--- src/rtl/mdr_pkg.sv ---
`timescale 1ns / 1ps
// Shared types and constants for the midpoint dead-reckoning pose block.
// No dependencies; every other file imports this package.

package mdr_pkg;

    // Field widths fixed by the word format
    localparam int DELTA_W   = 24;
    localparam int DHEAD_W   = 16;
    localparam int POS_W     = 48;
    localparam int HEAD_W    = 40;
    localparam int MID_W     = 17;   // midpoint angle in 1/131072 turn
    localparam int PROD_W    = 57;   // delta times gain reciprocal
    localparam int PRE_W     = 33;   // prescaled value with 8 guard bits
    localparam int VEC_W     = 36;   // rotator working width
    localparam int GUARD_W   = 8;

    // Word kinds
    localparam logic [1:0] KIND_DELTA = 2'd0;
    localparam logic [1:0] KIND_ZERO  = 2'd1;
    localparam logic [1:0] KIND_CLEAR = 2'd2;
    localparam logic [1:0] KIND_SPARE = 2'd3;

    // Fault codes
    localparam logic [1:0] FAULT_OK    = 2'd0;
    localparam logic [1:0] FAULT_BOTH  = 2'd1;
    localparam logic [1:0] FAULT_LEFT  = 2'd2;
    localparam logic [1:0] FAULT_RIGHT = 2'd3;

    // Converged CORDIC gain reciprocal, Q32
    localparam logic signed [PRE_W-1:0] INV_GAIN_Q32 = 33'sd2608131496;

    // Sequencer states
    typedef enum logic [2:0] {
        ST_IDLE,
        ST_MUL_X,
        ST_MUL_Y,
        ST_ROTATE,
        ST_ACCUM,
        ST_PUBLISH
    } state_t;

    // Rotator control from the sequencer
    typedef struct packed {
        logic load;
        logic mul_x;
        logic mul_y;
        logic step;
    } cordic_ctl_t;

    // Arctangent of 2^-i in Q32 turns
    function automatic logic [31:0] atan_q32(input logic [4:0] idx);
        logic [31:0] v;
        case (idx)
            5'd0:    v = 32'h20000000;
            5'd1:    v = 32'h12E4051E;
            5'd2:    v = 32'h09FB385B;
            5'd3:    v = 32'h051111D4;
            5'd4:    v = 32'h028B0D43;
            5'd5:    v = 32'h0145D7E1;
            5'd6:    v = 32'h00A2F61E;
            5'd7:    v = 32'h00517C55;
            5'd8:    v = 32'h0028BE53;
            5'd9:    v = 32'h00145F2F;
            5'd10:   v = 32'h000A2F98;
            5'd11:   v = 32'h000517CC;
            5'd12:   v = 32'h00028BE6;
            5'd13:   v = 32'h000145F3;
            5'd14:   v = 32'h0000A2F9;
            5'd15:   v = 32'h0000517D;
            5'd16:   v = 32'h000028BE;
            5'd17:   v = 32'h0000145F;
            5'd18:   v = 32'h00000A30;
            5'd19:   v = 32'h00000518;
            5'd20:   v = 32'h0000028C;
            5'd21:   v = 32'h00000146;
            5'd22:   v = 32'h000000A3;
            5'd23:   v = 32'h00000051;
            default: v = 32'h00000000;
        endcase
        return v;
    endfunction

endpackage

--- src/rtl/mdr_if.sv ---
`timescale 1ns / 1ps
// Valid/ready channel interfaces for input and result words.
// Depends on mdr_pkg for field widths.

interface mdr_in_if;
    import mdr_pkg::*;

    logic                      valid;
    logic                      ready;
    logic [1:0]                kind;
    logic signed [DELTA_W-1:0] delta_x;
    logic signed [DELTA_W-1:0] delta_y;
    logic signed [DHEAD_W-1:0] delta_heading;
    logic                      left_ok;
    logic                      right_ok;

    modport source (
        output valid, kind, delta_x, delta_y, delta_heading, left_ok, right_ok,
        input  ready
    );
    modport sink (
        input  valid, kind, delta_x, delta_y, delta_heading, left_ok, right_ok,
        output ready
    );
endinterface

interface mdr_out_if;
    import mdr_pkg::*;

    logic                     valid;
    logic                     ready;
    logic signed [POS_W-1:0]  pos_x;
    logic signed [POS_W-1:0]  pos_y;
    logic signed [HEAD_W-1:0] heading_out;
    logic                     killed;
    logic [1:0]               fault_code;

    modport source (
        output valid, pos_x, pos_y, heading_out, killed, fault_code,
        input  ready
    );
    modport sink (
        input  valid, pos_x, pos_y, heading_out, killed, fault_code,
        output ready
    );
endinterface

--- src/rtl/mdr_cordic.sv ---
`timescale 1ns / 1ps
// Iterative vector rotator: angle reduction, gain prescale on one shared
// multiplier, then one CORDIC micro-rotation per step. Depends on mdr_pkg.

module mdr_cordic #(
    parameter int CORDIC_STAGES   = 16,
    parameter int ANGLE_FRAC_BITS = 16
) (
    input  logic                                   clk,
    input  logic                                   rst_n,
    input  mdr_pkg::cordic_ctl_t                   ctl,
    input  logic signed [mdr_pkg::DELTA_W-1:0]     delta_x,
    input  logic signed [mdr_pkg::DELTA_W-1:0]     delta_y,
    input  logic [mdr_pkg::MID_W-1:0]              mid,
    output logic                                   last,
    output logic signed [mdr_pkg::POS_W-1:0]       rot_x,
    output logic signed [mdr_pkg::POS_W-1:0]       rot_y
);
    import mdr_pkg::*;

    localparam int AFB     = ANGLE_FRAC_BITS;
    localparam int ZW      = AFB + 1;
    localparam int STG_W   = $clog2(CORDIC_STAGES);
    localparam int ATAN_SH = 32 - AFB;
    localparam int RND_W   = VEC_W - GUARD_W;

    logic [AFB-1:0]            angle;
    logic [AFB:0]              angle_bias;
    logic [1:0]                quad;
    logic [AFB-1:0]            resid;

    logic signed [DELTA_W-1:0] dx_reg;
    logic signed [DELTA_W-1:0] dy_reg;
    logic [1:0]                quad_reg;
    logic signed [ZW-1:0]      z_reg;
    logic signed [VEC_W-1:0]   x_reg;
    logic signed [VEC_W-1:0]   y_reg;
    logic [STG_W-1:0]          stage_reg;

    logic signed [DELTA_W-1:0] mul_op;
    logic signed [PROD_W-1:0]  prod;
    logic signed [VEC_W-1:0]   pre;
    logic signed [VEC_W-1:0]   x_sh;
    logic signed [VEC_W-1:0]   y_sh;
    logic [32:0]               atan_rnd;
    logic signed [ZW-1:0]      atan_step;
    logic signed [VEC_W-1:0]   x_rnd;
    logic signed [VEC_W-1:0]   y_rnd;

    // Map the 17-bit midpoint onto the angle grid
    generate
        if (AFB >= MID_W) begin : g_widen
            assign angle = AFB'(mid) << (AFB - MID_W);
        end else begin : g_narrow
            localparam int NS = MID_W - AFB;
            logic [MID_W:0] mid_rnd;
            assign mid_rnd = {1'b0, mid} + ((MID_W + 1)'(1) << (NS - 1));
            assign angle   = AFB'(mid_rnd >> NS);
        end
    endgenerate

    // Quadrant step leaves a residual within one eighth turn
    assign angle_bias = {1'b0, angle} + ((AFB + 1)'(1) << (AFB - 3));
    assign quad       = angle_bias[AFB-1:AFB-2];
    assign resid      = angle - {quad, {(AFB - 2){1'b0}}};

    // Shared multiplier: delta times gain reciprocal, keep 8 guard bits
    assign mul_op = ctl.mul_y ? dy_reg : dx_reg;
    assign prod   = mul_op * INV_GAIN_Q32;
    assign pre    = {{(VEC_W - PRE_W){prod[PROD_W-1]}}, prod[PROD_W-1:PROD_W-PRE_W]};

    // Shared shift and add for one micro-rotation
    assign x_sh      = x_reg >>> stage_reg;
    assign y_sh      = y_reg >>> stage_reg;
    assign atan_rnd  = {1'b0, atan_q32(5'(stage_reg))} + (33'd1 << (ATAN_SH - 1));
    assign atan_step = atan_rnd[32:ATAN_SH];
    assign last      = (stage_reg == STG_W'(CORDIC_STAGES - 1));

    // Drop guard bits, rounding half up
    assign x_rnd = x_reg + VEC_W'(128);
    assign y_rnd = y_reg + VEC_W'(128);
    assign rot_x = {{(POS_W - RND_W){x_rnd[VEC_W-1]}}, x_rnd[VEC_W-1:GUARD_W]};
    assign rot_y = {{(POS_W - RND_W){y_rnd[VEC_W-1]}}, y_rnd[VEC_W-1:GUARD_W]};

    // Stage counter
    always_ff @(posedge clk or negedge rst_n)
    begin
        if (!rst_n)
        begin
            stage_reg <= '0;
        end
        else if (ctl.load)
        begin
            stage_reg <= '0;
        end
        else if (ctl.step && !last)
        begin
            stage_reg <= stage_reg + STG_W'(1);
        end
    end

    // Datapath registers
    always_ff @(posedge clk)
    begin
        if (ctl.load)
        begin
            dx_reg   <= delta_x;
            dy_reg   <= delta_y;
            quad_reg <= quad;
            z_reg    <= {resid[AFB-1], resid};
        end
        else if (ctl.mul_x)
        begin
            case (quad_reg)
                2'd0:    x_reg <= pre;
                2'd1:    y_reg <= pre;
                2'd2:    x_reg <= -pre;
                default: y_reg <= -pre;
            endcase
        end
        else if (ctl.mul_y)
        begin
            case (quad_reg)
                2'd0:    y_reg <= pre;
                2'd1:    x_reg <= -pre;
                2'd2:    y_reg <= -pre;
                default: x_reg <= pre;
            endcase
        end
        else if (ctl.step)
        begin
            if (!z_reg[ZW-1])
            begin
                x_reg <= x_reg - y_sh;
                y_reg <= y_reg + x_sh;
                z_reg <= z_reg - atan_step;
            end
            else
            begin
                x_reg <= x_reg + y_sh;
                y_reg <= y_reg - x_sh;
                z_reg <= z_reg + atan_step;
            end
        end
    end

endmodule

--- src/rtl/midpoint_dead_reckoning_pose.sv ---
`timescale 1ns / 1ps
// Top level: sequencer, pose accumulators, status and result register.
// Depends on mdr_pkg, mdr_if and mdr_cordic.
//
//   Channel  Dir  Handshake       Carries
//   in_ch    in   valid / ready   kind, delta_x, delta_y, delta_heading, flags
//   out_ch   out  valid / ready   pos_x, pos_y, heading_out, killed, fault_code
//
// A valid motion word passes through two multiplier passes, one rotation
// step per stage, an accumulate and a publish state. Input is ready again
// once publish returns the sequencer to idle, so the block takes no new word
// until then. Other words go straight from idle to publish. Reset clears the
// pose, status and sequencer. A stalled result holds the sequencer in its
// publish state; input is taken only while idle.

module midpoint_dead_reckoning_pose #(
    parameter int CORDIC_STAGES   = 16,
    parameter int ANGLE_FRAC_BITS = 16
) (
    input  logic      clk,
    input  logic      rst_n,
    mdr_in_if.sink    in_ch,
    mdr_out_if.source out_ch
);
    import mdr_pkg::*;

    state_t                   state_reg;
    state_t                   state_next;

    logic signed [POS_W-1:0]  x_acc_reg;
    logic signed [POS_W-1:0]  y_acc_reg;
    logic signed [HEAD_W-1:0] head_acc_reg;
    logic                     kill_reg;
    logic [1:0]               fault_reg;
    logic signed [DHEAD_W-1:0] dth_reg;

    logic                     out_valid_reg;
    logic signed [POS_W-1:0]  out_x_reg;
    logic signed [POS_W-1:0]  out_y_reg;
    logic signed [HEAD_W-1:0] out_head_reg;
    logic                     out_kill_reg;
    logic [1:0]               out_fault_reg;

    logic                     accept;
    logic                     is_delta;
    logic                     flags_ok;
    logic                     publish;
    logic                     accum;
    logic                     out_free;
    cordic_ctl_t              ctl;
    logic                     last;
    logic [MID_W-1:0]         mid;
    logic signed [POS_W-1:0]  rot_x;
    logic signed [POS_W-1:0]  rot_y;

    assign accept   = in_ch.valid && in_ch.ready;
    assign is_delta = (in_ch.kind == KIND_DELTA);
    assign flags_ok = in_ch.left_ok && in_ch.right_ok;
    assign out_free = !out_valid_reg || out_ch.ready;

    // Midpoint heading, twice the heading plus the step, modulo one turn
    assign mid = {head_acc_reg[MID_W-2:0], 1'b0}
               + {{(MID_W - DHEAD_W){in_ch.delta_heading[DHEAD_W-1]}}, in_ch.delta_heading};

    mdr_cordic #(
        .CORDIC_STAGES  (CORDIC_STAGES),
        .ANGLE_FRAC_BITS(ANGLE_FRAC_BITS)
    ) u_cordic (
        .clk    (clk),
        .rst_n  (rst_n),
        .ctl    (ctl),
        .delta_x(in_ch.delta_x),
        .delta_y(in_ch.delta_y),
        .mid    (mid),
        .last   (last),
        .rot_x  (rot_x),
        .rot_y  (rot_y)
    );

    // Next state
    always_comb
    begin
        state_next = state_reg;
        case (state_reg)
            ST_IDLE:
            begin
                if (accept)
                begin
                    state_next = (is_delta && flags_ok) ? ST_MUL_X : ST_PUBLISH;
                end
            end
            ST_MUL_X:   state_next = ST_MUL_Y;
            ST_MUL_Y:   state_next = ST_ROTATE;
            ST_ROTATE:
            begin
                if (last)
                begin
                    state_next = ST_ACCUM;
                end
            end
            ST_ACCUM:   state_next = ST_PUBLISH;
            ST_PUBLISH:
            begin
                if (out_free)
                begin
                    state_next = ST_IDLE;
                end
            end
            default:    state_next = ST_IDLE;
        endcase
    end

    // Sequencer outputs
    always_comb
    begin
        in_ch.ready = 1'b0;
        ctl         = '0;
        accum       = 1'b0;
        publish     = 1'b0;
        case (state_reg)
            ST_IDLE:
            begin
                in_ch.ready = 1'b1;
                ctl.load    = in_ch.valid && is_delta && flags_ok;
            end
            ST_MUL_X:   ctl.mul_x = 1'b1;
            ST_MUL_Y:   ctl.mul_y = 1'b1;
            ST_ROTATE:  ctl.step  = 1'b1;
            ST_ACCUM:   accum     = 1'b1;
            ST_PUBLISH: publish   = out_free;
            default:    ;
        endcase
    end

    always_ff @(posedge clk or negedge rst_n)
    begin
        if (!rst_n)
        begin
            state_reg <= ST_IDLE;
        end
        else
        begin
            state_reg <= state_next;
        end
    end

    // Hold the heading step for the accumulate cycle
    always_ff @(posedge clk)
    begin
        if (accept)
        begin
            dth_reg <= in_ch.delta_heading;
        end
    end

    // Pose accumulators and status
    always_ff @(posedge clk or negedge rst_n)
    begin
        if (!rst_n)
        begin
            x_acc_reg    <= '0;
            y_acc_reg    <= '0;
            head_acc_reg <= '0;
            kill_reg     <= 1'b0;
            fault_reg    <= FAULT_OK;
        end
        else if (accept)
        begin
            case (in_ch.kind)
                KIND_DELTA:
                begin
                    if (flags_ok)
                    begin
                        kill_reg <= 1'b0;
                    end
                    else
                    begin
                        kill_reg <= 1'b1;
                        if (!in_ch.left_ok && !in_ch.right_ok)
                        begin
                            fault_reg <= FAULT_BOTH;
                        end
                        else if (!in_ch.left_ok)
                        begin
                            fault_reg <= FAULT_LEFT;
                        end
                        else
                        begin
                            fault_reg <= FAULT_RIGHT;
                        end
                    end
                end
                KIND_ZERO:
                begin
                    x_acc_reg    <= '0;
                    y_acc_reg    <= '0;
                    head_acc_reg <= '0;
                end
                KIND_CLEAR:
                begin
                    kill_reg  <= 1'b0;
                    fault_reg <= FAULT_OK;
                end
                default: ;
            endcase
        end
        else if (accum)
        begin
            x_acc_reg    <= x_acc_reg + rot_x;
            y_acc_reg    <= y_acc_reg + rot_y;
            head_acc_reg <= head_acc_reg
                          + {{(HEAD_W - DHEAD_W){dth_reg[DHEAD_W-1]}}, dth_reg};
        end
    end

    // Result register
    always_ff @(posedge clk or negedge rst_n)
    begin
        if (!rst_n)
        begin
            out_valid_reg <= 1'b0;
        end
        else if (publish)
        begin
            out_valid_reg <= 1'b1;
        end
        else if (out_ch.ready)
        begin
            out_valid_reg <= 1'b0;
        end
    end

    always_ff @(posedge clk)
    begin
        if (publish)
        begin
            out_x_reg     <= x_acc_reg;
            out_y_reg     <= y_acc_reg;
            out_head_reg  <= head_acc_reg;
            out_kill_reg  <= kill_reg;
            out_fault_reg <= fault_reg;
        end
    end

    assign out_ch.valid       = out_valid_reg;
    assign out_ch.pos_x       = out_x_reg;
    assign out_ch.pos_y       = out_y_reg;
    assign out_ch.heading_out = out_head_reg;
    assign out_ch.killed      = out_kill_reg;
    assign out_ch.fault_code  = out_fault_reg;

`ifndef NO_ASSERTIONS
    // A good motion word clears the kill flag
    a_delta_clears_kill: assert property (@(posedge clk) disable iff (!rst_n)
        accept && is_delta && flags_ok |=> !kill_reg)
        else $error("kill flag not cleared by valid delta");

    // A sensor fault sets the kill flag with a fault code
    a_fault_latched: assert property (@(posedge clk) disable iff (!rst_n)
        accept && is_delta && !flags_ok |=> kill_reg && fault_reg != FAULT_OK)
        else $error("sensor fault not latched");

    // Clear fault empties the status
    a_clear_status: assert property (@(posedge clk) disable iff (!rst_n)
        accept && in_ch.kind == KIND_CLEAR |=> !kill_reg && fault_reg == FAULT_OK)
        else $error("status not cleared");

    // The last rotation step hands over to accumulate
    a_rotate_to_accum: assert property (@(posedge clk) disable iff (!rst_n)
        state_reg == ST_ROTATE && last |=> state_reg == ST_ACCUM)
        else $error("rotation did not end in accumulate");

    // The heading moves only on accumulate or pose zero
    a_heading_source: assert property (@(posedge clk) disable iff (!rst_n)
        !$stable(head_acc_reg) |->
            $past(state_reg == ST_ACCUM) || $past(accept && in_ch.kind == KIND_ZERO))
        else $error("heading changed outside accumulate");
`endif

endmodule
--- src/flat_wrapper.sv ---
// flat-port wrapper written by rule: the top's interface ports become plain ports
module midpoint_dead_reckoning_pose_flat import mdr_pkg::*;
#(
    parameter int CORDIC_STAGES   = 16,
    parameter int ANGLE_FRAC_BITS = 16
)
  (clk, rst_n, in_ch_valid, in_ch_kind, in_ch_delta_x, in_ch_delta_y, in_ch_delta_heading, in_ch_left_ok, in_ch_right_ok, in_ch_ready, out_ch_valid, out_ch_pos_x, out_ch_pos_y, out_ch_heading_out, out_ch_killed, out_ch_fault_code, out_ch_ready);
  mdr_in_if in_ch_i ();
  mdr_out_if out_ch_i ();
  input  logic clk;
  input  logic rst_n;
  input wire logic [$bits(in_ch_i.valid)-1:0] in_ch_valid;
  input wire logic [$bits(in_ch_i.kind)-1:0] in_ch_kind;
  input wire logic [$bits(in_ch_i.delta_x)-1:0] in_ch_delta_x;
  input wire logic [$bits(in_ch_i.delta_y)-1:0] in_ch_delta_y;
  input wire logic [$bits(in_ch_i.delta_heading)-1:0] in_ch_delta_heading;
  input wire logic [$bits(in_ch_i.left_ok)-1:0] in_ch_left_ok;
  input wire logic [$bits(in_ch_i.right_ok)-1:0] in_ch_right_ok;
  output wire logic [$bits(in_ch_i.ready)-1:0] in_ch_ready;
  output wire logic [$bits(out_ch_i.valid)-1:0] out_ch_valid;
  output wire logic [$bits(out_ch_i.pos_x)-1:0] out_ch_pos_x;
  output wire logic [$bits(out_ch_i.pos_y)-1:0] out_ch_pos_y;
  output wire logic [$bits(out_ch_i.heading_out)-1:0] out_ch_heading_out;
  output wire logic [$bits(out_ch_i.killed)-1:0] out_ch_killed;
  output wire logic [$bits(out_ch_i.fault_code)-1:0] out_ch_fault_code;
  input wire logic [$bits(out_ch_i.ready)-1:0] out_ch_ready;
  assign in_ch_i.valid = in_ch_valid;
  assign in_ch_i.kind = in_ch_kind;
  assign in_ch_i.delta_x = in_ch_delta_x;
  assign in_ch_i.delta_y = in_ch_delta_y;
  assign in_ch_i.delta_heading = in_ch_delta_heading;
  assign in_ch_i.left_ok = in_ch_left_ok;
  assign in_ch_i.right_ok = in_ch_right_ok;
  assign in_ch_ready = in_ch_i.ready;
  assign out_ch_valid = out_ch_i.valid;
  assign out_ch_pos_x = out_ch_i.pos_x;
  assign out_ch_pos_y = out_ch_i.pos_y;
  assign out_ch_heading_out = out_ch_i.heading_out;
  assign out_ch_killed = out_ch_i.killed;
  assign out_ch_fault_code = out_ch_i.fault_code;
  assign out_ch_i.ready = out_ch_ready;
  midpoint_dead_reckoning_pose #(.CORDIC_STAGES(CORDIC_STAGES), .ANGLE_FRAC_BITS(ANGLE_FRAC_BITS)) u_core (.clk(clk), .rst_n(rst_n), .in_ch(in_ch_i), .out_ch(out_ch_i));
endmodule
--- config.mk ---
export PLATFORM = sky130hd
export DESIGN_NAME = midpoint_dead_reckoning_pose_flat
export DESIGN_NICKNAME = d
export VERILOG_FILES = /design/src/rtl/mdr_pkg.sv /design/src/rtl/mdr_if.sv /design/src/rtl/mdr_cordic.sv /design/src/rtl/midpoint_dead_reckoning_pose.sv /design/src/flat_wrapper.sv
export SDC_FILE = /design/constraint.sdc
export NUM_CORES = 2
export LEC_CHECK = 0
export BUFFER_PORTS_ARGS = -buffer_cell sky130_fd_sc_hd__buf_2
export CAP_MARGIN = 0
export CELL_PAD_IN_SITES_DETAIL_PLACEMENT = 1
export CELL_PAD_IN_SITES_GLOBAL_PLACEMENT = 2
export CORE_MARGIN = 3
export CORE_UTILIZATION = 45
export CTS_CLUSTER_SIZE = 30
export DETAILED_ROUTE_END_ITERATION = 10
export PLACE_DENSITY = 0.95
export SYNTH_ARGS = -nofsm -noshare
export SYNTH_HDL_FRONTEND = slang
export SYNTH_HIERARCHICAL = 1
export SYNTH_SLANG_ARGS = --single-unit
--- constraint.sdc ---
create_clock -name clk -period 19.8 [get_ports clk]
set_input_delay 5.94 -clock clk [delete_from_list [all_inputs] [get_ports clk]]
set_output_delay 5.94 -clock clk [all_outputs]
set_load 0.02 [all_outputs]
==> metrics.md <==
| Metric | Value |
|---|---|
| Status | `finished, final reports clean` |
| Rel. slew slack | `0.183` |
| CP max stage cell | `a2111oi_1` |
| Library cells used by synthesis | `119` |
| RR Endpoint | `u_core/u_cordic/x_reg[32]` |
| R2r startpoint | `u_core/state_reg[2]` |
| Wirelength, routed | `164000 um` |
| M1 GR Usage | `0.366` |
| Starting DRT DRC Count | `2836` |
| PortBufs | `212` |
| Initial antenna violation count | `4` |
| Worst-case clock skew | `0.0598 ns` |
| Vias | `40900` |
| Die H | `338 um` |
| Core area | `0.109 mm2` |
| Post-CTS Hold Buffers | `0` |
| Nature of the critical path startpoint | `register` |
| Setup crit end kind | `register` |
| ANT nets after route | `0` |
| Cell Area, Synth | `0.0496 mm2` |
| WP buf/inv | `7` |
| Final Cell Area | `0.0537 mm2` |
| Most used routing layer | `met2` |
| Site row count | `121` |
| CP max FO | `50` |
| Die width | `338 um` |
| Worst skew pair latency | `0.69 ns` |
| Hold Crit Start | `u_core/kill_reg` |
| Wirelength per Cell | `23.9 um` |
| Vias in the first global route | `43600` |
| Layout cells sized above 1 | `0.106` |
| Drt first pass iters | `5` |
| DRC errors left | `0` |
| Slew @ Worst Pin | `1.21 ns` |
| Final setup TNS | `0 ns` |
| RSZ-0062 raised after global routing | `no` |
| Setup violation total in the final timing report | `0` |
| I/O pin cnt | `213` |
| Dominant cells by area after synthesis | `edfxtp_1, ha_1, fa_1` |
| Hold endpoint | `u_core/out_ch.killed` |
| Final number of max-transition violations | `0` |
| CTS tree | `done` |
| Starting Density | `0.455` |
| Placed Area | `0.0518 mm2` |
| R2r worst-path depth | `33` |
| CTS H-Tree Depth | `2` |
| Met2 usage | `0.472` |
| Hpwl dp | `130000 um` |
| Die area | `0.114 mm2` |
| Tcrit/Tclk final | `0.604` |
| Clock sink count | `441` |
| Cts repair resizes | `0` |
| Setup Crit Path Kind | `register to register` |
| Grt total ovfl | `0` |
| Root buffer cell | `clkbuf_16` |
| Seq/Total Area, Yosys | `0.252` |
| Number of fillers in the final layout | `12500` |
| Flop-to-flop setup slack | `7.85 ns` |
| Syn avg cell area | `9.41 um2` |
| Post-synth EDFFs | `294` |
| Crit-path most repeated cell | `fa_1` |
| Worst-path clk slew | `0.07 ns` |
| Hold path depth | `0` |
| Synth area leader | `edfxtp_1` |
| Final min period | `11.95 ns` |
| Nets | `6220` |
| Grt met3 use | `0.0531` |
| Top-count cell post-synth | `inv_1` |
| Synth Net Count | `6143` |
| Final hold violation count | `0` |
| Tot GR Track Use | `0.284` |
| Cell count after synthesis | `5273` |
| Clk buf depth | `3` |
| Post-CTS setup buffer count | `0` |
| Min-Delay Path Class | `register to register` |
| YS warnings | `6` |
| Commonest cells in the netlist | `inv_1, ha_1, nand2_1` |
| Synth Flop Type | `edfxtp_1` |
| RePlAce Congestion | `0.968` |
| CTS Buf Count | `55` |
| WP data required | `20.29 ns` |
| P&R area growth vs syn | `8.23%` |
| First-pass GRT wire length | `257000 um` |
| Yosys reg bits | `441` |
| Max-cap violations | `0` |
| CP delay by family, top | `adder cells` |
| Max Freq | `83.7 MHz` |
| Ys async rst share | `0.333` |
| Critical Path Max Stage Delay | `0.86 ns` |
| Vias per inst | `5.95` |
| Synth top area share | `0.178` |
| CP Data Arrival Time | `12.44 ns` |
| Largest net degree at the start of global routing | `85` |
## worst max path at each step
stage / startpoint / end / slack [ns] / depth (start not counted)
floorplan: out_ch_ready / u_core/out_ch.fault_code[0] / 7.39 / 2
global placement: u_core/state_reg[2] / u_core/u_cordic/x_reg[32] / 8.41 / 31
detailed placement: u_core/state_reg[2] / u_core/u_cordic/x_reg[32] / 8.11 / 33
CTS: u_core/state_reg[2] / u_core/u_cordic/x_reg[32] / 8.01 / 33
global route: u_core/state_reg[2] / u_core/u_cordic/x_reg[32] / 7.17 / 33
finish: u_core/state_reg[2] / u_core/u_cordic/x_reg[32] / 7.85 / 33
## per-stage QoR
stage	worst slack, ns	cells	hold WS (ns)	util
final	7.85	6870	0.447	0.492
after global routing	7.17	6869	0.464	0.492
after CTS	8.01	6869	0.448	0.492
after detailed placement	8.11	6769	0.434	0.475
after global placement	8.41	6769	0.435	0.475
after floorplan	7.39	5273	0.425	-
## kinds of logic after synthesis
family | Yosys count | synth area share
xor+xnor | 453 | 0.0802
simple gates | 1312 | 0.127
compound gates | 1305 | 0.170
buf+inv | 769 | 0.0629
fa+ha+maj | 798 | 0.247
flops | 441 | 0.252
mux | 195 | 0.0616
## area by class of cell
cell class	count	area, um2	share of cell area
sequential	441	12500	0.233
antenna	1	2.50	0.0000466
tap	1476	1850	0.0344
clock buffer	64	1430	0.0266
multi-input combinational	4063	34100	0.635
inverter	539	2020	0.0377
clock inverter	36	457	0.00850
timing repair buffer	250	1350	0.0252
## layout by cell type, fill, tap and decap left out, types with 160 or more instances in the layout
cell        n
a21oi_1   347
ha_1      496
fa_1      302
buf_2     211
xor2_1    183
o21ai_0   317
xnor2_1   266
nor2_1    308
inv_1     536
a21o_1    160
nand2_1   443
edfxtp_1  294
## worst reg2reg max path: cells and delay by family, from the launching register on
| kind | cells | cell delay (ns) |
|---|---|---|
| fa+ha+maj | 9 | 3.75 |
| compound gates | 7 | 2.50 |
| simple gates | 9 | 2.46 |
| buf+inv | 7 | 1.79 |
| mux | 1 | 0.75 |
| flops | 1 | 0.51 |
## routing by layer
metal / part of all wire / up-vias
met2: 0.47 / 1353
met1: 0.42 / 20400
met5: 0 / -
met4: 0.043 / 0
li1: - / 18800
met3: 0.069 / 323
Power is not shown: default switching activity piles up to over one toggle a cycle in this logic, so the estimate is an artifact.
